<file path="src/gpfa_mul.sv">
// gpfa_mul: shared 32x32 unsigned multiplier with registered product.
// Does not depend on gpfa_pkg.
module gpfa_mul (
  input  logic        clk_i,
  input  logic [31:0] a_i,
  input  logic [31:0] b_i,
  output logic [63:0] p_o
);

  logic [63:0] p_q;

  always_ff @(posedge clk_i) begin
    p_q <= 64'(a_i) * 64'(b_i);
  end

  assign p_o = p_q;

endmodule

</file>
<file path="config.mk">
export PLATFORM = sky130hd
export DESIGN_NAME = gpfa_mul
export DESIGN_NICKNAME = d
export VERILOG_FILES = /design/src/gpfa_mul.sv
export SDC_FILE = /design/constraint.sdc
export NUM_CORES = 2
export LEC_CHECK = 0
export BUFFER_PORTS_ARGS = -buffer_cell sky130_fd_sc_hd__buf_2
export CAP_MARGIN = 30
export CORE_ASPECT_RATIO = 1.75
export CORE_MARGIN = 3
export CORE_UTILIZATION = 35
export CTS_CLUSTER_DIAMETER = 50
export DETAILED_ROUTE_END_ITERATION = 10
export PLACE_DENSITY = 0.6
export SYNTH_ARGS = -nofsm -noshare
export SYNTH_HDL_FRONTEND = slang
export SYNTH_SLANG_ARGS = --single-unit
</file>
<file path="constraint.sdc">
create_clock -name clk_i -period 8.4 [get_ports clk_i]
set_clock_uncertainty 0.05 [all_clocks]
set_input_delay 1.68 -clock clk_i [delete_from_list [all_inputs] [get_ports clk_i]]
set_output_delay 1.68 -clock clk_i [all_outputs]
set_load 0.005 [all_outputs]
</file>
---- Word-level counts from Yosys, hierarchy flattened ----
Index checks and enable logic that the tools add are counted.
W data, S select, Z words.
cells by class
  multipliers ............................. 1
operators with widths
  cell              count
  $mul A32 B32 Y64  1
word-level totals
  bits of input ports ..................... 65
  flip-flop bits (word level) ............. 64
  word-level logic and storage cells ...... 2

---- Longest topological paths before layout ----
  depth in word-level cells ............... 1
  depth in mapped cells ................... 29
  depth with buffers taken out ............ 27

---- Worst setup path before layout ----
No wires, ideal clock.
  path type ............................... input port to flip-flop
  start point ............................. input port a_i[25]
  end point ............................... register p_q[62] (netlist: p_o[62])
  setup slack ............................. -0.083 ns
  cell stages on the path ................. 25
  required time ........................... 8.278 ns
  path buffers ............................ 2
  setup time .............................. 0.072 ns
  arrival time ............................ 8.361 ns
  path through ............................ clkbuf_1 nand2_1 fa_1 inv_1 fa_1 inv_1 fa_1 inv_1 fa_1 fa_1 fa_1 fa_1 inv_1 fa_1 inv_1 ha_1 buf_2 nand4_1 or4_1 or3_1 a31oi_1 a31o_2 a211oi_1 o21ai_1 xor2_1
between the ends
  cells in the longest elaborated chain, start to end .. 1
ends and longest elaborated chain
  what                  line  text
  from (decl)           5     input logic [31:0] a_i,
  $mul A32 B32 Y64      13    p_q <= 64'(a_i) * 64'(b_i);
  to (signal assigned)  13
  to (decl)             10    logic [63:0] p_q;
Every way passes these cells.

---- Final worst setup path ----
  start point ............................. input port b_i[2]
  end point ............................... register p_q[62] (netlist: p_o[62])
between the ends
  cells in the longest elaborated chain, start to end .. 1
ends and longest elaborated chain
  what              line  text
  from (decl)       6     input logic [31:0] b_i,
  $mul A32 B32 Y64  13
Every way passes these cells.

==> results.yml <==
sta:
  finalWorstSetupSlack_ns: -0.000643
  worstMarginPinSlew_ns: 0.608
  final_hold_viol_count: 0
  drv_slew: 0
  setup_violations: 1
  slew_headroom: 0.593
  rsz0062_at_grt: "true"
  finalCriticalPeriod_ns: 8.40
  timing.fmax_ghz: 0.119
  whs_ns: 1.82
  post-route-period-util: 1.00
global_route:
  overflow: 0
  grt_usage: 0.218
  antenna_found_initial: 1
  grt_pass1_vias: 29864
  grt_first_pass_wirelength_um: 169000
  grt_max_degree: 22
synthesis:
  yosysSeqAreaShare: 0.0369
  synth_edf_count: 0
  syn_area_sq_um: 34700
  syn_inst: 3748
  synth.avg_cell_area_sq_um: 9.25
  yosys-top-cells-area: "fa_1, and2_1, ha_1, inv_1, nand2_1"
  synth_nets: 4972
  synth_top_area_cell: "fa_1"
  synth_commonest_cells: "fa_1, inv_1, and2_1"
  async_reset_ff_frac: 0
  synth_most_common_cell: "fa_1"
  synth_top_area_share: 0.517
  ys_ff_latch: 64
  synth_cell_type_count: 57
  dominantRegCellSynth: "dfxtp_1"
  yosys_warnings: 0
worst_setup_path:
  arrival_ns: 8.64
  cp_max_fo: 15
  worst_setup_path_start_kind: "input port"
  crit_slowest_cell: "fa_2"
  required_ns: 8.64
  path_depth: 28
  crit_buf_inv: 9
  critical_path.max_stage_delay_ns: 0.60
  cp_top_family: "adder cells"
  worstSetupPathType: "in -> reg"
  cpMostUsedCell: "fa_1"
  endpoint_kind: "flip-flop"
layout:
  fillers: 9677
  syn_to_final_growth_pct: 19.1
  finalNetCount: 5323
  register_area_sq_um: 1280
  drive_above_1_share: 0.180
  multi_input_area_sq_um: 30100
  largest_reg_flops: 64
  utilization: 0.421
die:
  fp.dieW_um: 244
  die_h_um: 422
  fp.coreArea_sq_um: 98100
  ios: 129
  row_count: 152
  die_area_sq_um: 103000
  start_util: 0.353
run:
  cap_violations: 0
hold_path:
  hold_path_depth: 4
  hold_end: "p_o[0]$_DFF_P_"
  hold_start: "a_i[0]"
  hold_path_class: "in -> reg"
cts:
  cts_max_level: 3
  clk_pin_slew_ns: 0.09
  clockBufferDepth: 2
  cts-buffers-inserted: 9
  cts_tree: "done"
  cts.sinks: 64
  cts-root-buf: "clkbuf_16"
  cts_hold_buf: 0
outcome:
  outcome: "complete, but fails checks"
  violations: "setup timing"
route:
  drt_iter0_markers: 1072
  routedWlPerCell_um: 20.1
  vias: 26440
  remaining_drc_errors: 0
  drt_wl_total_um: 109000
  ant_nets: 0
  vias_per_cell: 4.88
  dr.pass1.iters: 5
place:
  gp_congestion: 0.919
  hpwl_um: 96000
  portBuffers: 128
final cells by class:
type                    instances  share of cell area
multi-input cells            2599               0.728
repair buffers                560               0.115
inverters                     865              0.0786
well taps                    1309              0.0396
flip-flops and latches         64              0.0310
clock buffers                   9             0.00545
clock inverters                 7             0.00245
diodes                          1           0.0000606
cells by family after synthesis:
group / count (synthesis) / share of synthesized area
flops: 64 / 0.0369
simple gates: 1177 / 0.176
compound gates: 202 / 0.0415
mux: 1 / 0.000289
fa+ha+maj: 1159 / 0.612
xor+xnor: 60 / 0.0152
buf+inv: 1085 / 0.118
timing repair:
| action | 4_1_cts | 5_1_grt |
|---|---|---|
| setup buffers | 10 | 13 |
| gates resized for setup | 100 | 221 |
| pin swaps | 46 | 146 |
| endpoints found under the setup margin | 19 | 24 |
| cloned | 0 | 1 |
layer usage:
layer,GRT usage,vias up,part of all wire
li1,-,11526,-
met1,0.201,13789,0.30
met2,0.430,763,0.58
met3,0.0215,362,0.029
met4,0.163,0,0.094
met5,0,-,0
placed cells by master (no fill, tap or decap), types with 4 or more instances in the layout:
cell,instances
nand2_1,474
a221o_1,4
o21bai_1,9
ha_4,19
xnor2_1,31
inv_2,15
clkbuf_4,4
and3_1,13
fa_2,44
and2_4,14
nand3_1,10
xor2_1,24
xnor2_2,4
buf_6,56
a21oi_2,11
o21ai_2,4
fa_1,852
nor2_1,18
o21a_1,8
nand4_1,23
and2_1,588
buf_2,80
clkbuf_16,10
nand2_2,5
o21ai_1,5
o21ai_0,17
buf_4,374
a31oi_1,11
a21oi_1,49
inv_1,850
nor3_1,6
o31ai_4,4
a21o_1,39
buf_12,34
a21oi_4,6
dfxtp_1,64
buf_8,11
ha_1,244
worst max-delay path by stage:
stage	start	end	slack (ns)
after detailed placement	a_i[16]	p_o[62]$_DFF_P_	-0.95
after global placement	a_i[16]	p_o[62]$_DFF_P_	-0.99
after floorplan	b_i[11]	p_o[62]$_DFF_P_	-0.01
after CTS	b_i[19]	p_o[62]$_DFF_P_	-0.06
final	b_i[2]	p_o[62]$_DFF_P_	-0.0006
after global routing	b_i[6]	p_o[63]$_DFF_P_	-0.16
stage by stage:
stage / setup WS [ns] / cell area, sq um / setup TNS [ns] / instances
3_3_place_gp: -0.986 / 39600 / -14.52 / 5379
3_5_place_dp: -0.945 / 39600 / -14.77 / 5379
4_1_cts: -0.0556 / 40400 / -0.0739 / 5403
5_1_grt: -0.156 / 41300 / -1.15 / 5413
6_report: -0.000643 / 41300 / -0.000643 / 5414
2_1_floorplan: -0.0148 / 34700 / -0.0148 / 3748
Power is left out: the tool's default activity adds up to more than one toggle a clock period on the data nets, which glitch-free logic cannot reach.
