===== src/gpfa_pkg.sv =====
// gpfa_pkg: shared widths, item structs, register indexes and helpers
// for the gravity pair force accumulator. No dependencies.
package gpfa_pkg;

  localparam int unsigned GPFA_ID_BITS   = 16;
  localparam int unsigned GPFA_FRAC_BITS = 16;

  localparam int unsigned ID_W    = 16;
  localparam int unsigned POS_W   = 32;
  localparam int unsigned MASS_W  = 32;
  localparam int unsigned RATE_W  = 48;
  localparam int unsigned DIFF_W  = 33;
  localparam int unsigned MAG_W   = 49;
  localparam int unsigned PROD_W  = 128;

  localparam int unsigned CFG_IDX_W  = 8;
  localparam int unsigned CFG_DATA_W = 32;

  localparam logic [CFG_IDX_W-1:0] CFG_GRAVITY = 8'd0;
  localparam logic [CFG_IDX_W-1:0] CFG_MODE    = 8'd1;

  localparam logic [CFG_DATA_W-1:0] GRAVITY_RESET = 32'h0001_0000;

  // largest term magnitude, 2^48
  localparam logic [PROD_W-1:0] TERM_CAP = 128'h1_0000_0000_0000;

  typedef struct packed {
    logic [ID_W-1:0]          own_id;
    logic signed [POS_W-1:0]  own_x;
    logic signed [POS_W-1:0]  own_y;
    logic signed [POS_W-1:0]  own_z;
    logic [MASS_W-1:0]        own_mass;
    logic [ID_W-1:0]          other_id;
    logic signed [POS_W-1:0]  other_x;
    logic signed [POS_W-1:0]  other_y;
    logic signed [POS_W-1:0]  other_z;
    logic [MASS_W-1:0]        other_mass;
    logic                     last_body;
  } in_item_t;

  typedef struct packed {
    logic signed [RATE_W-1:0] rate_x;
    logic signed [RATE_W-1:0] rate_y;
    logic signed [RATE_W-1:0] rate_z;
    logic                     saturated;
    logic                     too_close;
  } out_item_t;

  function automatic logic [MAG_W-1:0] cap_mag(logic [PROD_W-1:0] x);
    return (x > TERM_CAP) ? TERM_CAP[MAG_W-1:0] : x[MAG_W-1:0];
  endfunction

endpackage


===== src/gpfa_isqrt.sv =====
// gpfa_isqrt: bit-serial integer square root of a normalised 64-bit value,
// one result bit per cycle. Uses gpfa_pkg.
module gpfa_isqrt import gpfa_pkg::*; (
  input  logic        clk_i,
  input  logic        rst_ni,
  input  logic        start_i,
  input  logic [63:0] x_i,
  output logic        busy_o,
  output logic [31:0] root_o
);

  logic [63:0] bit_q;
  logic [63:0] x_q;
  logic [63:0] res_q;
  logic [63:0] trial;

  // res never has bits at or below the current bit, so the add is an or
  assign trial = res_q | bit_q;

  always_ff @(posedge clk_i or negedge rst_ni) begin
    if (!rst_ni) begin
      bit_q <= '0;
    end else if (start_i) begin
      bit_q <= 64'h4000_0000_0000_0000;
    end else if (bit_q != '0) begin
      bit_q <= bit_q >> 2;
    end
  end

  always_ff @(posedge clk_i) begin
    if (start_i) begin
      x_q   <= x_i;
      res_q <= '0;
    end else if (bit_q != '0) begin
      if (x_q >= trial) begin
        x_q   <= x_q - trial;
        res_q <= (res_q >> 1) + bit_q;
      end else begin
        res_q <= res_q >> 1;
      end
    end
  end

  assign busy_o = (bit_q != '0);
  assign root_o = res_q[31:0];

endmodule


===== config.mk =====
export PLATFORM = sky130hd
export DESIGN_NAME = gpfa_isqrt
export DESIGN_NICKNAME = d
export VERILOG_FILES = /design/src/gpfa_pkg.sv /design/src/gpfa_isqrt.sv
export SDC_FILE = /design/constraint.sdc
export NUM_CORES = 1
export LEC_CHECK = 0
export BUFFER_PORTS_ARGS = -buffer_cell sky130_fd_sc_hd__buf_2
export CORE_UTILIZATION = 65
export CTS_BUF_LIST = sky130_fd_sc_hd__clkbuf_4 sky130_fd_sc_hd__clkbuf_8
export DETAILED_ROUTE_END_ITERATION = 10
export PLACE_DENSITY = 0.85
export SLEW_MARGIN = 10
export SYNTH_ARGS = -nofsm -noshare
export SYNTH_HDL_FRONTEND = slang
export SYNTH_SLANG_ARGS = --single-unit

===== constraint.sdc =====
create_clock -name clk_i -period 24.7 [get_ports clk_i]
set_input_delay 6.175 -clock clk_i [delete_from_list [all_inputs] [get_ports clk_i]]
set_output_delay 6.175 -clock clk_i [all_outputs]
set_load 0.01 [all_outputs]

Word-level counts from Yosys, hierarchy flattened
Index checks and enable logic that the tools add are counted.
{ "word_totals": {"out_inout_bits": 33, "regBits": 192, "wordCells": 17, "input_bits": 67} }
{ "classes": {"bitwise": 1, "mux": 6, "n_lt_le_gt_ge": 1, "addsub": 2, "n_reduce_logical": 4} }
{ "ops": {"columns": ["cell", "count"], "rows": [
  ["$mux W64", 6],
  ["$add A63 B64 Y64", 1],
  ["$ge A64 B64 Y1", 1],
  ["$or A64 B64 Y64", 1],
  ["$reduce_bool A64 Y1", 1],
  ["$sub A64 B64 Y64", 1],
  ["$reduce_bool A2 Y1", 2],
  ["$reduce_and A2 Y1", 1]
]} }

Depth between registers and ports, before layout
{ "depth": {"ltp_word": 5, "depth_mapped": 15, "mapped_depth_nobuf": 12} }

Worst setup path before layout
No wires, ideal clock.
{ "synth_timing": {"kind": "input port to flip-flop", "start": "input port start_i", "end": "register x_q[0] (enable)", "path_stages": 5, "setup_time_ns": 1.043, "path_slack_ns": 14.783, "required_ns": 23.657, "path_buffers": 3, "arrival_ns": 8.875, "cell_sequence": "clkbuf_1 -> clkbuf_1 -> inv_1 -> clkbuf_1 -> o21ai_0"} }
{ "synth_via": {"elab_chain_cells": 2, "elab_cells_between_ends": 3, "cone_classes": "reduce/logical (3)"} }
{ "synth_rtl": {"columns": ["item", "line_no", "text"], "rows": [
  ["start: declaration", "gpfa_isqrt.sv:6", "input logic start_i,"],
  ["$reduce_bool A2 Y1 (no line)", null, null],
  ["$reduce_and A2 Y1 (no line) *", null, null],
  ["end signal: assignment", "gpfa_isqrt.sv:32", "x_q <= x_i;"],
  ["end signal: assignment", "gpfa_isqrt.sv:36", "x_q <= x_q - trial;"],
  ["end: declaration", "gpfa_isqrt.sv:13", "logic [63:0] x_q;"]
]} }
Every way passes the cells marked *; elsewhere a longest branch is shown, timed or not.
A chain may end at the register's enable or synchronous reset.

Worst setup path after layout
{ "layout_timing": {"start": "register bit_q[62]", "end": "output port busy_o"} }
{ "layout_via": {"elab_chain_cells": 1} }
{ "layout_rtl": {"columns": ["item", "line_no", "text"], "rows": [
  ["start: declaration", "gpfa_isqrt.sv:12", "logic [63:0] bit_q;"],
  ["start signal: assignment", "gpfa_isqrt.sv:26", "bit_q <= bit_q >> 2;"],
  ["$reduce_bool A64 Y1", "gpfa_isqrt.sv:44", "assign busy_o = (bit_q != '0);"],
  ["end: declaration", "gpfa_isqrt.sv:8", "output logic busy_o,"]
]} }
No other way between the ends.

==> metrics.txt <==
outcome=finished clean; Seq/Total Area, Yosys=30.0%; Slew Limit Fails=0; Clk Latency, worst-skew pair=500 ps; synthesized net count=1,856; Antenna Cells=0; Max Cap Violations=0; Cell Area, Placed=13,700 um^2; Clk Tree Root Cell=clkbuf_8; Total GRT Usage=36.2%; achievable frequency=117 MHz; Cell variety after synth=78; Detailed Routing Iterations Pass 1=6; setup violators final=0; cells after synthesis=1,691; TritonCTS Buffers=17; number of synthesized flops with an enable pin=64; row count=52; CTS Sinks=160; hold_sp=res_q[0]; post-route setup TNS=0 ps; worst vdd ir=0.0780 mV; I/O pin count=100; critical path class=register to primary output; # placed instances=1,944; largest net degree at the start of global routing=112; Post-CTS Setup Bufs=0; Post-route DRC=0; hpwl dp=27,600 um; # fillers=1,688; Yosys reg bits=160; Area growth, synth to finish=5.51%; total power=1.75 mW; CORE AREA=20,200 um^2; non-filler cells, final=1,976; worst slew pin tran=1140 ps; FFs w/ async S/R, synth=20.0%; Crit Path Max Fanout=25; Post-CTS Hold Fix Bufs=0; initial antenna violation count=0; Hold WC Path Type=register to register; PortBufs=99; GP Congestion=0.999; Routed Antenna Nets=0; layout cells sized above 1=10.5%; die area=21,100 um^2; cell area after synthesis=13,300 um^2; Clock Pin Slew Worst Setup and Hold Paths=100 ps; Fin. Hold Viols=0; fin nets=1,858; launch point of the worst reg-to-reg path=bit_q[0]; CTS resizes=0; Die Width=145 um; CTS H-tree depth=4; WL/cell=19.4 um; Initial Utilization=66.1%; global-route wire length before repair=61,500 um; Longest Clk Path Bufs=2; Pleak=5.66 nW; worst path required time=18,520 ps; worst relative slew slack=23.3%; drt via density=6.71; Die Height=145 um; Detailed Route WL=38,300 um; number of global-route vias before repair=12,164; min Tclk post-route=8530 ps; DRC marker count from the first detailed-route iteration=1,579; Main synth FF type=edfxtp_1; Syn. warnings=0; crit share post-route=34.5%; Avg Inst Size Synth=7.88 um^2; RSZ-0062 raised after global routing=no; CP startpoint=bit_q[62]; Via Count=13,254; pwr/cell area=124 nW/um^2; CTS tree=built; arrival time at the worst endpoint=2360 ps; clk_skew=20.0 ps; cell area after layout=14,100 um^2; Worst Setup End Kind=primary output; grt ovf=0; CP startpoint kind=register
==> cell type report <==
cell class / instances / area (um^2) / area share [%]
repair buffers: 109 / 577 / 4.10
inverters: 79 / 298 / 2.12
multi-input cells: 1326 / 8460 / 60.1
clock buffers: 18 / 248 / 1.76
clock inverters: 14 / 143 / 1.01
flip-flops and latches: 160 / 4000 / 28.5
well taps: 270 / 338 / 2.40
==> power by group <==
part | leakage (nW) | switching (mW) | internal [mW]
Combinational | 3.84 | 0.687 | 0.412
Clock | 0.190 | 0.117 | 0.0855
Sequential | 1.63 | 0.0640 | 0.382
==> Yosys cell counts (7+ instances only) <==
library cell | count | area (um^2)
buf_2 | 7 | 35.0
or3_1 | 17 | 106
nor2b_1 | 42 | 263
o21bai_1 | 21 | 158
a211oi_1 | 37 | 278
a31o_2 | 12 | 105
ha_1 | 97 | 1210
and3_1 | 12 | 75.1
clkbuf_1 | 84 | 315
and2_1 | 8 | 50.1
xnor2_1 | 48 | 420
nand4_1 | 34 | 213
nor3_1 | 25 | 125
o21ai_0 | 165 | 826
inv_1 | 79 | 297
edfxtp_1 | 64 | 1920
nor2_1 | 159 | 597
buf_4 | 32 | 240
nand2b_1 | 7 | 43.8
a31oi_1 | 41 | 257
a311oi_1 | 25 | 219
dfrtp_1 | 32 | 801
xor2_1 | 30 | 263
a221oi_1 | 16 | 140
nand2_1 | 184 | 691
o211ai_1 | 13 | 97.6
a22oi_1 | 7 | 52.6
o21a_1 | 11 | 82.6
dfxtp_1 | 64 | 1280
nand3_1 | 43 | 215
a21oi_1 | 109 | 546
a21o_1 | 42 | 315
nor4_1 | 16 | 100
==> kinds of logic (layout without fill, tap and decap cells) <==
group | after synthesis | after routing | synth area share, %
DFF | 160 | 160 | 30.0
buffers and inverters | 205 | 220 | 6.74
and+or+nand+nor | 573 | 573 | 20.2
xor gates and xnor gates | 78 | 78 | 5.13
adders and majority gates | 98 | 98 | 9.26
muxes | 9 | 9 | 0.704
AOI/OAI and AO/OA | 568 | 568 | 27.9
==> layer usage <==
| layer | GRT usage [%] | up-vias | share of wire (%) |
|---|---|---|---|
| met1 | 50.4 | 6156 | 43 |
| met4 | 17.0 | 0 | 3.9 |
| li1 | - | 6217 | - |
| met3 | 5.13 | 130 | 8.8 |
| met5 | 0 | - | 0 |
| met2 | 55.4 | 751 | 44 |
==> per-stage QoR <==
stage          hold WS, ps  setup slack, ps  utilization (%)
2_1_floorplan          463            14780                -
3_3_place_gp           485            15990             67.8
3_5_place_dp           504            15880             67.8
4_1_cts                522            16210             69.7
5_1_grt                545            16050             69.7
6_report               520            16170             69.7
==> flip-flops by register name, summed over array words and instances (netlist names) <==
name	count
bit_q	32
res_q	64
x_q	64
==> critical path, cell delays in order (launching register included) <==
cell and delay, ps:
dfrtp_1 420, nor4_1 510, nand4_1 240, nor2_2 120
buf_4 320, clkinv_2 100, buf_2 150
==> final timing paths <==
path / to / slack (ps) / cells after the start
max in group asynchronous: bit_q[38] / 18360 / 1
worst max-delay path: busy_o / 16170 / 6
min in group asynchronous: bit_q[2] / 5780 / 1
worst min register to register: res_q[0] / 520 / 2
worst min-delay path: res_q[0] / 520 / 2
worst max register to register: x_q[32] / 19740 / 13
==> cells in the final DEF, fill, tap and decap left out, types with 7 or more instances in the layout <==
cell type and count:
and3_1 12, xnor2_1 48, nand3_1 43, buf_4 10
nor4_1 16, inv_6 7, or3_1 17, nor2b_1 42
ha_1 97, nand2_1 184, dfrtp_1 32, dfxtp_1 64
a22oi_1 7, nor3_1 25, edfxtp_1 64, o21a_1 11
nor2_1 157, a311oi_1 25, inv_1 78, o21ai_0 164
and2_1 8, clkbuf_8 18, a21oi_1 109, a221oi_1 16
o21bai_1 21, xor2_1 30, buf_2 98, a31oi_1 41
a211oi_1 36, a21o_1 42, o211ai_1 13, nand2b_1 7
nand4_1 34, a31o_2 12
No activity file was read; power rests on OpenSTA's default activity.
