### src/gpfa_pkg.sv
// gpfa_pkg: shared widths, item structs, register indexes and helpers
// for the gravity pair force accumulator. No dependencies.
package gpfa_pkg;

  localparam int unsigned GPFA_ID_BITS   = 16;
  localparam int unsigned GPFA_FRAC_BITS = 16;

  localparam int unsigned ID_W    = 16;
  localparam int unsigned POS_W   = 32;
  localparam int unsigned MASS_W  = 32;
  localparam int unsigned RATE_W  = 48;
  localparam int unsigned DIFF_W  = 33;
  localparam int unsigned MAG_W   = 49;
  localparam int unsigned PROD_W  = 128;

  localparam int unsigned CFG_IDX_W  = 8;
  localparam int unsigned CFG_DATA_W = 32;

  localparam logic [CFG_IDX_W-1:0] CFG_GRAVITY = 8'd0;
  localparam logic [CFG_IDX_W-1:0] CFG_MODE    = 8'd1;

  localparam logic [CFG_DATA_W-1:0] GRAVITY_RESET = 32'h0001_0000;

  // largest term magnitude, 2^48
  localparam logic [PROD_W-1:0] TERM_CAP = 128'h1_0000_0000_0000;

  typedef struct packed {
    logic [ID_W-1:0]          own_id;
    logic signed [POS_W-1:0]  own_x;
    logic signed [POS_W-1:0]  own_y;
    logic signed [POS_W-1:0]  own_z;
    logic [MASS_W-1:0]        own_mass;
    logic [ID_W-1:0]          other_id;
    logic signed [POS_W-1:0]  other_x;
    logic signed [POS_W-1:0]  other_y;
    logic signed [POS_W-1:0]  other_z;
    logic [MASS_W-1:0]        other_mass;
    logic                     last_body;
  } in_item_t;

  typedef struct packed {
    logic signed [RATE_W-1:0] rate_x;
    logic signed [RATE_W-1:0] rate_y;
    logic signed [RATE_W-1:0] rate_z;
    logic                     saturated;
    logic                     too_close;
  } out_item_t;

  function automatic logic [MAG_W-1:0] cap_mag(logic [PROD_W-1:0] x);
    return (x > TERM_CAP) ? TERM_CAP[MAG_W-1:0] : x[MAG_W-1:0];
  endfunction

endpackage

### src/gpfa_div.sv
// gpfa_div: restoring divider giving floor((2^63 - 1) / den), den in [2^31, 2^32),
// one quotient bit per cycle. Uses gpfa_pkg.
module gpfa_div import gpfa_pkg::*; (
  input  logic        clk_i,
  input  logic        rst_ni,
  input  logic        start_i,
  input  logic [31:0] den_i,
  output logic        busy_o,
  output logic [31:0] quo_o
);

  localparam logic [5:0] DIV_STEPS = 6'd32;

  logic [5:0]  cnt_q;
  logic [31:0] rem_q;
  logic [31:0] quo_q;
  logic [31:0] den_q;
  logic [32:0] trial;
  logic        ge;

  // dividend is all ones: every step brings in a one
  assign trial = {rem_q, 1'b1};
  assign ge    = (trial >= {1'b0, den_q});

  always_ff @(posedge clk_i or negedge rst_ni) begin
    if (!rst_ni) begin
      cnt_q <= '0;
    end else if (start_i) begin
      cnt_q <= DIV_STEPS;
    end else if (cnt_q != '0) begin
      cnt_q <= cnt_q - 6'd1;
    end
  end

  always_ff @(posedge clk_i) begin
    if (start_i) begin
      rem_q <= 32'h7FFF_FFFF;
      quo_q <= '0;
      den_q <= den_i;
    end else if (cnt_q != '0) begin
      rem_q <= ge ? 32'(trial - {1'b0, den_q}) : trial[31:0];
      quo_q <= {quo_q[30:0], ge};
    end
  end

  assign busy_o = (cnt_q != '0);
  assign quo_o  = quo_q;

endmodule

### config.mk
export PLATFORM = sky130hd
export DESIGN_NAME = gpfa_div
export DESIGN_NICKNAME = d
export VERILOG_FILES = /design/src/gpfa_pkg.sv /design/src/gpfa_div.sv
export SDC_FILE = /design/constraint.sdc
export NUM_CORES = 1
export LEC_CHECK = 0
export BUFFER_PORTS_ARGS = -buffer_cell sky130_fd_sc_hd__buf_2
export CAP_MARGIN = 20
export CORE_ASPECT_RATIO = 1.2
export CORE_MARGIN = 2
export CORE_UTILIZATION = 50
export DETAILED_ROUTE_END_ITERATION = 8
export HOLD_SLACK_MARGIN = 0.05
export PLACE_DENSITY = 0.77
export SLEW_MARGIN = 15
export SYNTH_ARGS = -nofsm -noshare
export SYNTH_HDL_FRONTEND = slang
export SYNTH_SLANG_ARGS = --single-unit
### constraint.sdc
create_clock -name clk_i -period 7.55 [get_ports clk_i]
set_input_delay 1.51 -clock clk_i [delete_from_list [all_inputs] [get_ports clk_i]]
set_output_delay 1.51 -clock clk_i [all_outputs]
set_load 0.02 [all_outputs]
# Word-level counts from Yosys, hierarchy flattened
# Cells that the tools add are included.
classes:
  n_addsub: 2
  order_cmp: 1
  mux: 3
  n_reduce_logical: 2
ops:
  columns: ["cell", "count"]
  rows:
  - ["33-bit by 32-bit greater-or-equal comparator with 1-bit output", 1]
  - ["32-bit two-way mux", 1]
  - ["32-bit subtractor", 1]
  - ["6-bit two-way mux", 2]
  - ["6-bit nonzero test", 1]
  - ["6-bit by 1-bit subtractor with 6-bit output, second input constant", 1]
  - ["2-bit nonzero test", 1]
word_totals:
  regBits: 102
  in_bits: 35
  output_inout_bits: 33
  word_cells: 12

# Longest topological paths before layout
# Gate-level depths: netlist of run 1.
depth:
  word_depth: 3
  mapped_depth: 12
  mapped_depth_nobuf: 11

# Least setup slack after synthesis of run 1
# Ideal clock, no wire load.
synth_timing:
  path_kind: "reg-to-output"
  from: "register cnt_q[0]"
  to: "output port busy_o"
  arrival_ns: 1.536
  setup_slack_ns: 4.504
  stages_incl_launch_ff: 7
  cell_sequence: "dfrtp_1 inv_1 ha_1 nand2_1 nor3_1 inv_2 clkbuf_1"
synth_between:
  elab_chain_cells: 1
synth_lines:
  columns: ["element", "line", "rtl"]
  rows:
  - ["start: declaration", "gpfa_div.sv:14", "logic [5:0] cnt_q;"]
  - ["start signal: assignment", "gpfa_div.sv:31", "cnt_q <= cnt_q - 6'd1;"]
  - ["6-bit nonzero test", "gpfa_div.sv:46", "assign busy_o = (cnt_q != '0);"]
  - ["end: declaration", "gpfa_div.sv:8", "output logic busy_o,"]
# Every way passes these cells.

# Final worst setup path of run 1
# Ends and elaborated chain as after synthesis.

==> metrics.md, run 1 <==
| Metric | Value |
|---|---|
| Startpoint types | flop |
| Worst-Margin Slew | ~1.0 ns |
| Unique cell type count in the Yosys netlist | 73 |
| TNS Setup | 0 ns |
| Vias in the first global route | 4797 |
| Pins over their slew limit | 0 |
| Largest net degree at the start of global routing | 96 |
| Mapped Nets | 747 |
| Clock-pin slew on the worst setup and hold paths | 0.07 ns |
| Via count | between 5k and 6k |
| Finished Cell Area | 0.00648 mm2 |
| Remaining DRCs | 0 |
| Vias per cell | about 5.8 |
| Max clock buf depth | 2 |
| Register area share after synthesis | 0.413 |
| Most common cell after layout, fill and taps aside | nand2_1 |
| Total Routing Usage GR | 0.224 |
| Initial core utilization | 0.506 |
| Final hold violations | 0 |
| Post-synth design cell area | 0.00580 mm2 |
| Synth Flop Type | dfxtp_1 |
| Final WL | 13400 um |
| Top cell type's share of synthesized area | 0.221 |
| Dpl hpwl | roughly 9400 um |
| Top post-synthesis cells by area | dfxtp_1 22%, edfxtp_1 17%, ha_1 6.9% |
| PwrDens | 364 mW/mm2 |
| Worst Clk Skew | 0.00742 ns |
| Post-Place Cell Area | approximately 0.0062 mm2 |
| Area of the multi-input gates | 0.00307 mm2 |
| CP arrival | 2.55 ns |
| Core area | 0.0115 mm2 |
| Synthesized area per cell | 8.54 um2 |
| Initial antenna violation count | 0 |
| Fmax | 0.247 GHz |
| Critical path cell sequence | inv_1 -> ha_1 -> nand2_1 -> nor3_2 -> buf_4 -> inv_2 -> buf_2 |
| Post-route clock period utilization | 0.537 |
| RSZ-0062 raised after global routing | false |
| Hold_sp | quo_o[31] |
| Global-route wire length before repair | between 20000 and 25000 um |
| Cell count after synthesis | 679 |
| # port buffers | 67 |
| Post-layout min period | 4.06 ns |
| Postcts setup bufs | 0 |
| Row count | 43 |
| Worst skew pair latency | 0.35 ns |
| Family with the most delay on the worst path | buffers and inverters |
| DRT antenna net count | 0 |
| Initial DRT Pass Iterations | 5 |
| # clock sinks | ~100 |
| Layout cells sized above 1 | 0.148 |
| DIE WIDTH | 102 um |
| Status | complete, no violations |
| P&R area growth vs syn | 11.9% |
| Routed len/inst | 15.3 um |
| Number of synthesized flops with an enable pin | 32 |
| Chip height | 122 um |
| Crit path kind | flop to primary output |
| Worst Setup SP | cnt_q[0] |
| WP buf/inv | 4 |
| Slew HR | 0.321 |
| Routability cong. | a little over 0.9 |
| # fillers | 1040 |
| Worst setup EP type | primary output |
| Tot Pwr | ~2400 uW |
| Fin nets | 786 |
| Hold-fix buffers, CTS | 0 |
| Area leader, netlist | dfxtp_1 |
| Total grt overflow | 0 |
| Most frequent cells in the layout | 82 x nand2_1, 66 x buf_2, 64 x dfxtp_1 |
| FF+latch count, synth | 102 |
| CTS Root Cell | clkbuf_16 |
| H-tree depth | 3 |
| Register area | 0.00239 mm2 |
| VDD IR max | 0.000150 V |
| Ys async rst share | 0.0588 |
| Initial drt markers | 383 |
| Final setup vio count | 0 |
| ANT cells | 0 |
| Total CTS buffers | 9 |
| CTS tree | yes |
| Maxcap violations | 0 |
| Die area | ~0.012 mm2 |
| CP Max Fanout | 55 |
| Hold Crit Class | flop to flop |
| I/O pins | 68 |
| CP required | between 6 and 7 ns |
| Max stage delay on crit path | 0.49 ns |
| Leak Pwr | around 0.0027 uW |
| Crit-path slowest cell | inv_2 |
| Post-CTS Resized | 0 |
| R2r startpoint | rem_q[15] |
| Yosys Warn Count | 0 |
[routing by layer]
| layer | share of wire | global-route usage |
|---|---|---|
| met5 | 0 | 0 |
| met2 | 0.48 | 0.371 |
| met1 | 0.44 | 0.290 |
| met3 | 0.056 | 0.0396 |
| met4 | 0.022 | 0.0858 |
[per-stage QoR]
step,worst slack (ns),hold WS (ns),utilization,std cells
after detailed placement,3.85,0.444,0.540,864
after floorplan,4.50,0.470,-,679
after CTS,3.47,0.453,0.566,880
after global placement,3.97,0.437,0.540,864
after global routing,3.24,0.470,0.566,880
final,3.49,0.452,0.566,880
[worst register-to-register path, stage by stage (launching register included)]
cell and delay, ns:
dfxtp_1 0.34, ha_1 0.43, a21oi_1 0.27, nor2b_1 0.56
o31a_1 0.29, a221oi_2 0.09, o21a_2 0.41, nor2_1 0.52
a311oi_1 0.18
[cell type report]
cell class / instances / area share
Inverter: 42 / 0.0243
Clock inverter: 5 / 0.00540
Tap cell: 157 / 0.0303
Sequential cell: 102 / 0.369
Clock buffer: 11 / 0.0407
Multi-Input combinational cell: 492 / 0.474
Timing Repair Buffer: 71 / 0.0567
[cells by family (layout without fill, tap and decap cells)]
| kind of cell | after synthesis | count (layout) | synth area share |
|---|---|---|---|
| adder cells (fa/ha/maj) | 33 | 33 | 0.0725 |
| buffers and inverters | 85 | 129 | 0.0583 |
| AND/OR/NAND/NOR | 233 | 233 | 0.186 |
| flip-flops | 102 | 102 | 0.413 |
| XOR/XNOR | 25 | 25 | 0.0378 |
| multiplexers | 3 | 3 | 0.00518 |
| AO/OA/AOI/OAI | 198 | 198 | 0.228 |
[registers in the layout (all words and copies together) (netlist names)]
register  cells
quo_o        32
den_q        32
rem_q        32
cnt_q         6
[where the power goes]
group / total [uW] / internal, uW / switching (uW)
clock: 470 / 255 / 215
combinational: 1140 / 447 / 691
sequential: 753 / 668 / 85.5
[cell usage after synthesis, types with 4 or more instances]
cell / count
a211o_1: 4
a211oi_1: 10
a21o_1: 13
a21oi_1: 59
a311oi_1: 6
a31oi_1: 24
and4_1: 4
buf_1: 4
buf_2: 9
clkbuf_1: 28
dfrtp_1: 6
dfxtp_1: 64
edfxtp_1: 32
ha_1: 32
inv_1: 40
nand2_1: 82
nand2b_1: 6
nand3_1: 27
nand4_1: 12
nor2_1: 53
nor2b_1: 6
nor3_1: 20
o211ai_1: 5
o21ai_0: 14
o21ai_1: 20
o21bai_1: 5
or2_2: 4
or3_1: 8
xnor2_1: 18
xor2_1: 7
[worst paths after layout]
kind	endpoint	slack (ns)	cells after the start
max in group asynchronous	cnt_q[1]	6.43	1
min in group asynchronous	cnt_q[5]	0.97	1
min reg2reg	quo_o[31]	0.45	2
max reg2reg	rem_q[19]	4.29	8
max	busy_o	3.49	7
min	quo_o[31]	0.45	2
(Power assumes the default switching activity.)
==> run 2, diff against run 1 <==
==> constraint.sdc (replaced) <==
create_clock -name clk_i -period 3.96 [get_ports clk_i]
set_input_delay 0.792 -clock clk_i [delete_from_list [all_inputs] [get_ports clk_i]]
set_output_delay 0.792 -clock clk_i [all_outputs]
set_load 0.02 [all_outputs]
==> run 2 against run 1 <==
  * Cell count is 0.45% higher
  * Clock power is 100% higher
  * Combinational power is 94% higher
  * Clock skew is 0.00068 ns higher
  * Register-to-register slack worse by 3.4 ns
  * Hold slack worse by 0.21 ns
  * Flip-flop and latch count stayed put
  * Count of clock-buffer cells in the layout is 2 lower
==> metrics.md, run 2 (synthesis results as in run 1) <==
| Metric | Value |
|---|---|
| Status | complete, no violations |
| Leak Pwr | roughly 0.0027 uW |
| Critical path cell sequence | inv_1 -> ha_1 -> a211o_1 -> o21bai_1 -> a41oi_2 -> nand2_1 -> o21ai_2 -> buf_4 -> nand3_1 -> a31oi_1 |
| Finished Cell Area | 0.00653 mm2 |
| RSZ-0062 raised after global routing | false |
| Worst-Margin Slew | a little under 0.8 ns |
| Post-layout min period | 3.09 ns |
| Core area | approximately 0.011 mm2 |
| # fillers | 1024 |
| Row count | 43 |
| P&R area growth vs syn | 12.6% |
| Dpl hpwl | 9880 um |
| Fin util | 0.569 |
| Final hold violations | 0 |
| Worst slack, placed | 0.902 ns |
| Post-route clock period utilization | 0.781 |
| Final setup vio count | 0 |
| Postcts setup bufs | 0 |
| Chip height | ~120 um |
| Routed len/inst | 15.8 um |
| Hold-fix buffers, CTS | 0 |
| Via count | 5184 |
| Pins over their slew limit | 0 |
| Most common cell after layout, fill and taps aside | nand2_1 |
| Largest net degree at the start of global routing | 50 |
| DIE WIDTH | around 100 um |
| Worst Clk Skew | 0.00810 ns |
| Tot Pwr | between 4000 and 5000 uW |
| WP buf/inv | 2 |
| Initial drt markers | 423 |
| Most frequent cells in the layout | 82 x nand2_1, 66 x buf_2, 64 x dfxtp_1 |
| Clock-pin slew on the worst setup and hold paths | 0.07 ns |
| Initial core utilization | 0.506 |
| # port buffers | 67 |
| # clock sinks | between 100 and 150 |
| CTS Root Cell | clkbuf_16 |
| Final WS setup | 0.868 ns |
| Max clock buf depth | 2 |
| Total Routing Usage GR | 0.237 |
| Family with the most delay on the worst path | compound AO/OA/AOI/OAI gates |
| Fmax | 0.323 GHz |
| CP required | 4.24 ns |
| Max stage delay on crit path | 0.51 ns |
| Vias per cell | 5.86 |
| CTS tree | yes |
| Crit path kind | flop to flop |
| Slew HR | 0.471 |
| Worst setup EP type | flop |
| Crit-path slowest cell | o21ai_2 |
| Maxcap violations | 0 |
| VDD IR max | 0.000266 V |
| Remaining DRCs | 0 |
| Layout cells sized above 1 | 0.153 |
| DRT antenna net count | 0 |
| Total CTS buffers | 9 |
| Post-CTS Resized | 0 |
| Initial antenna violation count | 0 |
| I/O pins | 68 |
| Post-Place Cell Area | 0.00621 mm2 |
| CP Max Fanout | 20 |
| Worst skew pair latency | roughly 0.36 ns |
| TNS Setup | 0 ns |
| Initial DRT Pass Iterations | 6 |
| PwrDens | 701 mW/mm2 |
| Register area | around 0.0024 mm2 |
| Startpoint types | flop |
| Fin nets | between 700 and 800 |
| Area of the multi-input gates | 0.00307 mm2 |
| Total grt overflow | 0 |
| ANT cells | 0 |
| Global-route wire length before repair | around 23000 um |
| Die area | 0.0125 mm2 |
| Routability cong. | 0.941 |
| CP arrival | 3.37 ns |
| H-tree depth | 3 |
| Final WL | about 14000 um |
| Hold Crit Class | input pin to async pin |
| Vias in the first global route | 4905 |
## run 2: cell types whose count changed in the layout (fill, tap and decap cells not counted), sizes merged
cell and change:
clkbuf -2, buf +4, clkinv -1, bufinv +1, inv +2
## run 2: worst paths after layout
check                       endpoint  startpoint  slack (ns)  cells after the start
max                         rem_q[5]   den_q[22]        0.87                     10
min                         cnt_q[1]      rst_ni        0.24                      1
max reg2reg                 rem_q[5]   den_q[22]        0.87                     10
min reg2reg                quo_o[31]   quo_o[31]        0.45                      2
max in group asynchronous   cnt_q[4]      rst_ni        3.57                      1
min in group clk_i         quo_o[31]   quo_o[31]        0.45                      2
## run 2: report_power, final
group          internal, uW  switching [uW]
logic                   865            1340
registers              1270             152
clock network           507             434
## run 2: area by class of cell
class | instances | share of cell area
clock buffer | 9 | 0.0345
multi-input combinational | 492 | 0.471
tap | 157 | 0.0301
inverter | 42 | 0.0242
sequential | 102 | 0.367
clock inverter | 7 | 0.0130
timing repair buffer | 75 | 0.0610
## run 2: metal layers
metal,routed length [um],vias up,GRT usage
li1,-,2530,-
met1,5940,2432,0.293
met2,6850,189,0.398
met3,798,33,0.0448
met4,409,0,0.107
met5,0,-,0
## run 2: through the flow
step	std cells	hold WS (ns)
2_1_floorplan	679	0.470
3_3_place_gp	868	0.437
5_1_grt	884	0.242
6_report	884	0.243
3_5_place_dp	868	0.448
4_1_cts	884	0.234
==> run 3, diff against run 2 <==
==> constraint.sdc (replaced) <==
create_clock -name clk_i -period 3.2 [get_ports clk_i]
set_input_delay 0.64 -clock clk_i [delete_from_list [all_inputs] [get_ports clk_i]]
set_output_delay 0.64 -clock clk_i [all_outputs]
set_load 0.02 [all_outputs]
==> run 3 against run 2 <==
  * Cell area up 0.23%
  * Hold slack worse by 0.14 ns
  * Power up 23%
  * First-iteration DRC count up 5.0%
  * Register-to-register slack worse by 0.67 ns
  * Highest routed layer unchanged
  * Global-route usage down 0.27 points
  * Critical endpoint is now rem_q[27]
  * Critical path type unchanged
  * Critical path depth up 1
  * Sequential share of layout area down 0.084 points
==> metrics.md, run 3 (synthesis results as in run 1) <==
| Metric | Value |
|---|---|
| TNS Setup | 0 ns |
| Total Routing Usage GR | 0.234 |
| Vias in the first global route | 4877 |
| Worst Clk Skew | 0.0102 ns |
| Initial DRT Pass Iterations | 5 |
| Row count | between 40 and 50 |
| Hold-fix buffers, CTS | 0 |
| Fin nets | 793 |
| Worst skew pair latency | 0.35 ns |
| DIE WIDTH | 102 um |
| ANT cells | 0 |
| I/O pins | 68 |
| Most common cell after layout, fill and taps aside | nand2_1 |
| Post-route clock period utilization | 0.939 |
| Layout cells sized above 1 | 0.156 |
| Most frequent cells in the layout | 82 x nand2_1, 66 x buf_2, 64 x dfxtp_1 |
| Finished Cell Area | 0.00654 mm2 |
| Startpoint types | flop |
| Remaining DRCs | 0 |
| CP required | 3.42 ns |
| Largest net degree at the start of global routing | between 40 and 50 |
| Total grt overflow | 0 |
| Status | complete, no violations |
| # port buffers | 67 |
| P_sw | roughly 2400 uW |
| CTS Root Cell | clkbuf_16 |
| P&R area growth vs syn | 12.8% |
| Register area | 0.00239 mm2 |
| Via count | 5211 |
| Hold Crit Class | input pin to async pin |
| Post-layout min period | 3.00 ns |
| CP arrival | 3.22 ns |
| Clock-pin slew on the worst setup and hold paths | 0.08 ns |
| Initial antenna violation count | 0 |
| Routed len/inst | 15.8 um |
| Internal power | 3250 uW |
| Clock share of power | 0.199 |
| R2R depth | 11 |
| Initial core utilization | 0.506 |
| VDD IR max | 0.000322 V |
| H-tree depth | 3 |
| DRT antenna net count | 0 |
| Initial drt markers | 444 |
| Gate power share | 0.486 |
| RSZ-0062 raised after global routing | false |
| Crit path kind | flop to flop |
| Area of the multi-input gates | 0.00307 mm2 |
| Maxcap violations | 0 |
| Final setup vio count | 0 |
| Post-CTS Resized | 0 |
| Final WL | 14000 um |
| Sequential share of power | 0.315 |
| CP Max Fanout | 13 |
| CTS tree | yes |
| PwrDens | between 800 and 900 mW/mm2 |
| Slew HR | 0.519 |
| Global-route wire length before repair | 23300 um |
| Post-Place Cell Area | 0.00624 mm2 |
| Hold Slack | between 0.1 and 0.15 ns |
| Fmax | 0.333 GHz |
| Postcts setup bufs | 0 |
| Fin util | 0.571 |
| Die area | roughly 0.012 mm2 |
| Vias per cell | 5.87 |
| Worst setup EP type | flop |
| Chip height | 122 um |
| # clock sinks | between 100 and 150 |
| Leak Pwr | 0.00268 uW |
| Worst-Margin Slew | 0.719 ns |
| Max clock buf depth | 2 |
| Switch share | 0.425 |
| Total CTS buffers | 9 |
| Core area | 0.0115 mm2 |
| Dpl hpwl | approximately 10000 um |
| Routability cong. | 0.882 |
| Final hold violations | 0 |
| Pins over their slew limit | 0 |
| # fillers | 1042 |
## run 3: cell types whose count changed in the layout (fill, tap and decap cells not counted)
| cell | delta |
|---|---|
| buf_4 | +3 |
| inv_8 | -2 |
| inv_6 | +1 |
| nor2_2 | +1 |
| inv_4 | -2 |
| bufinv_16 | -1 |
| clkbuf_1 | +1 |
| nor2_1 | -1 |
| clkinv_4 | +2 |
| clkbuf_16 | +1 |
## run 3: path summary, 6_finish.rpt
kind / start / end / slack [ns]
setup / recovery: rem_q[0] / rem_q[27] / 0.20
hold / removal: rst_ni / cnt_q[4] / 0.10
setup reg to reg: rem_q[0] / rem_q[27] / 0.20
hold reg to reg: quo_o[31] / quo_o[31] / 0.46
max in group asynchronous: rst_ni / cnt_q[2] / 2.95
min in group clk_i: den_i[25] / den_q[25] / 0.45
## run 3: critical path: stages, from the launching register on
cell,delay (ns)
dfxtp_1,0.36
inv_1,0.05
ha_1,0.21
fa_1,0.40
nor2b_1,0.17
o31a_1,0.17
o21bai_2,0.13
a21o_1,0.22
a221oi_2,0.30
o21ai_2,0.23
a2111oi_0,0.54
a211oi_1,0.10
## run 3: layout make-up
class | count | area share
tap | 157 | 0.0300
inverter | 42 | 0.0241
sequential | 102 | 0.366
multi-input combinational | 492 | 0.470
timing repair buffer | 78 | 0.0643
clock buffer | 11 | 0.0388
clock inverter | 5 | 0.00708
## run 3: power groups by stage
stage	clock network, uW	registers, uW	logic (uW)
finish	1120	1780	2740
global route	1180	1800	3040
CTS	1130	1770	2710
detailed placement	0	1790	2680
global placement	0	1780	2600
floorplan	0	1740	2120
## run 3: per-layer routing
layer / share of wire / track usage
met1: 0.43 / 0.305
met2: 0.49 / 0.397
met3: 0.059 / 0.0344
met4: 0.019 / 0.0767
met5: 0 / 0
## run 3: metrics by stage
| stage | setup slack (ns) | std cells | power (uW) |
|---|---|---|---|
| 2_1_floorplan | 0.692 | 679 | 3860 |
| 3_3_place_gp | 0.393 | 871 | 4390 |
| 3_5_place_dp | 0.227 | 871 | 4470 |
| 4_1_cts | 0.221 | 887 | 5600 |
| 5_1_grt | 0.0120 | 887 | 6030 |
| 6_report | 0.195 | 887 | 5640 |
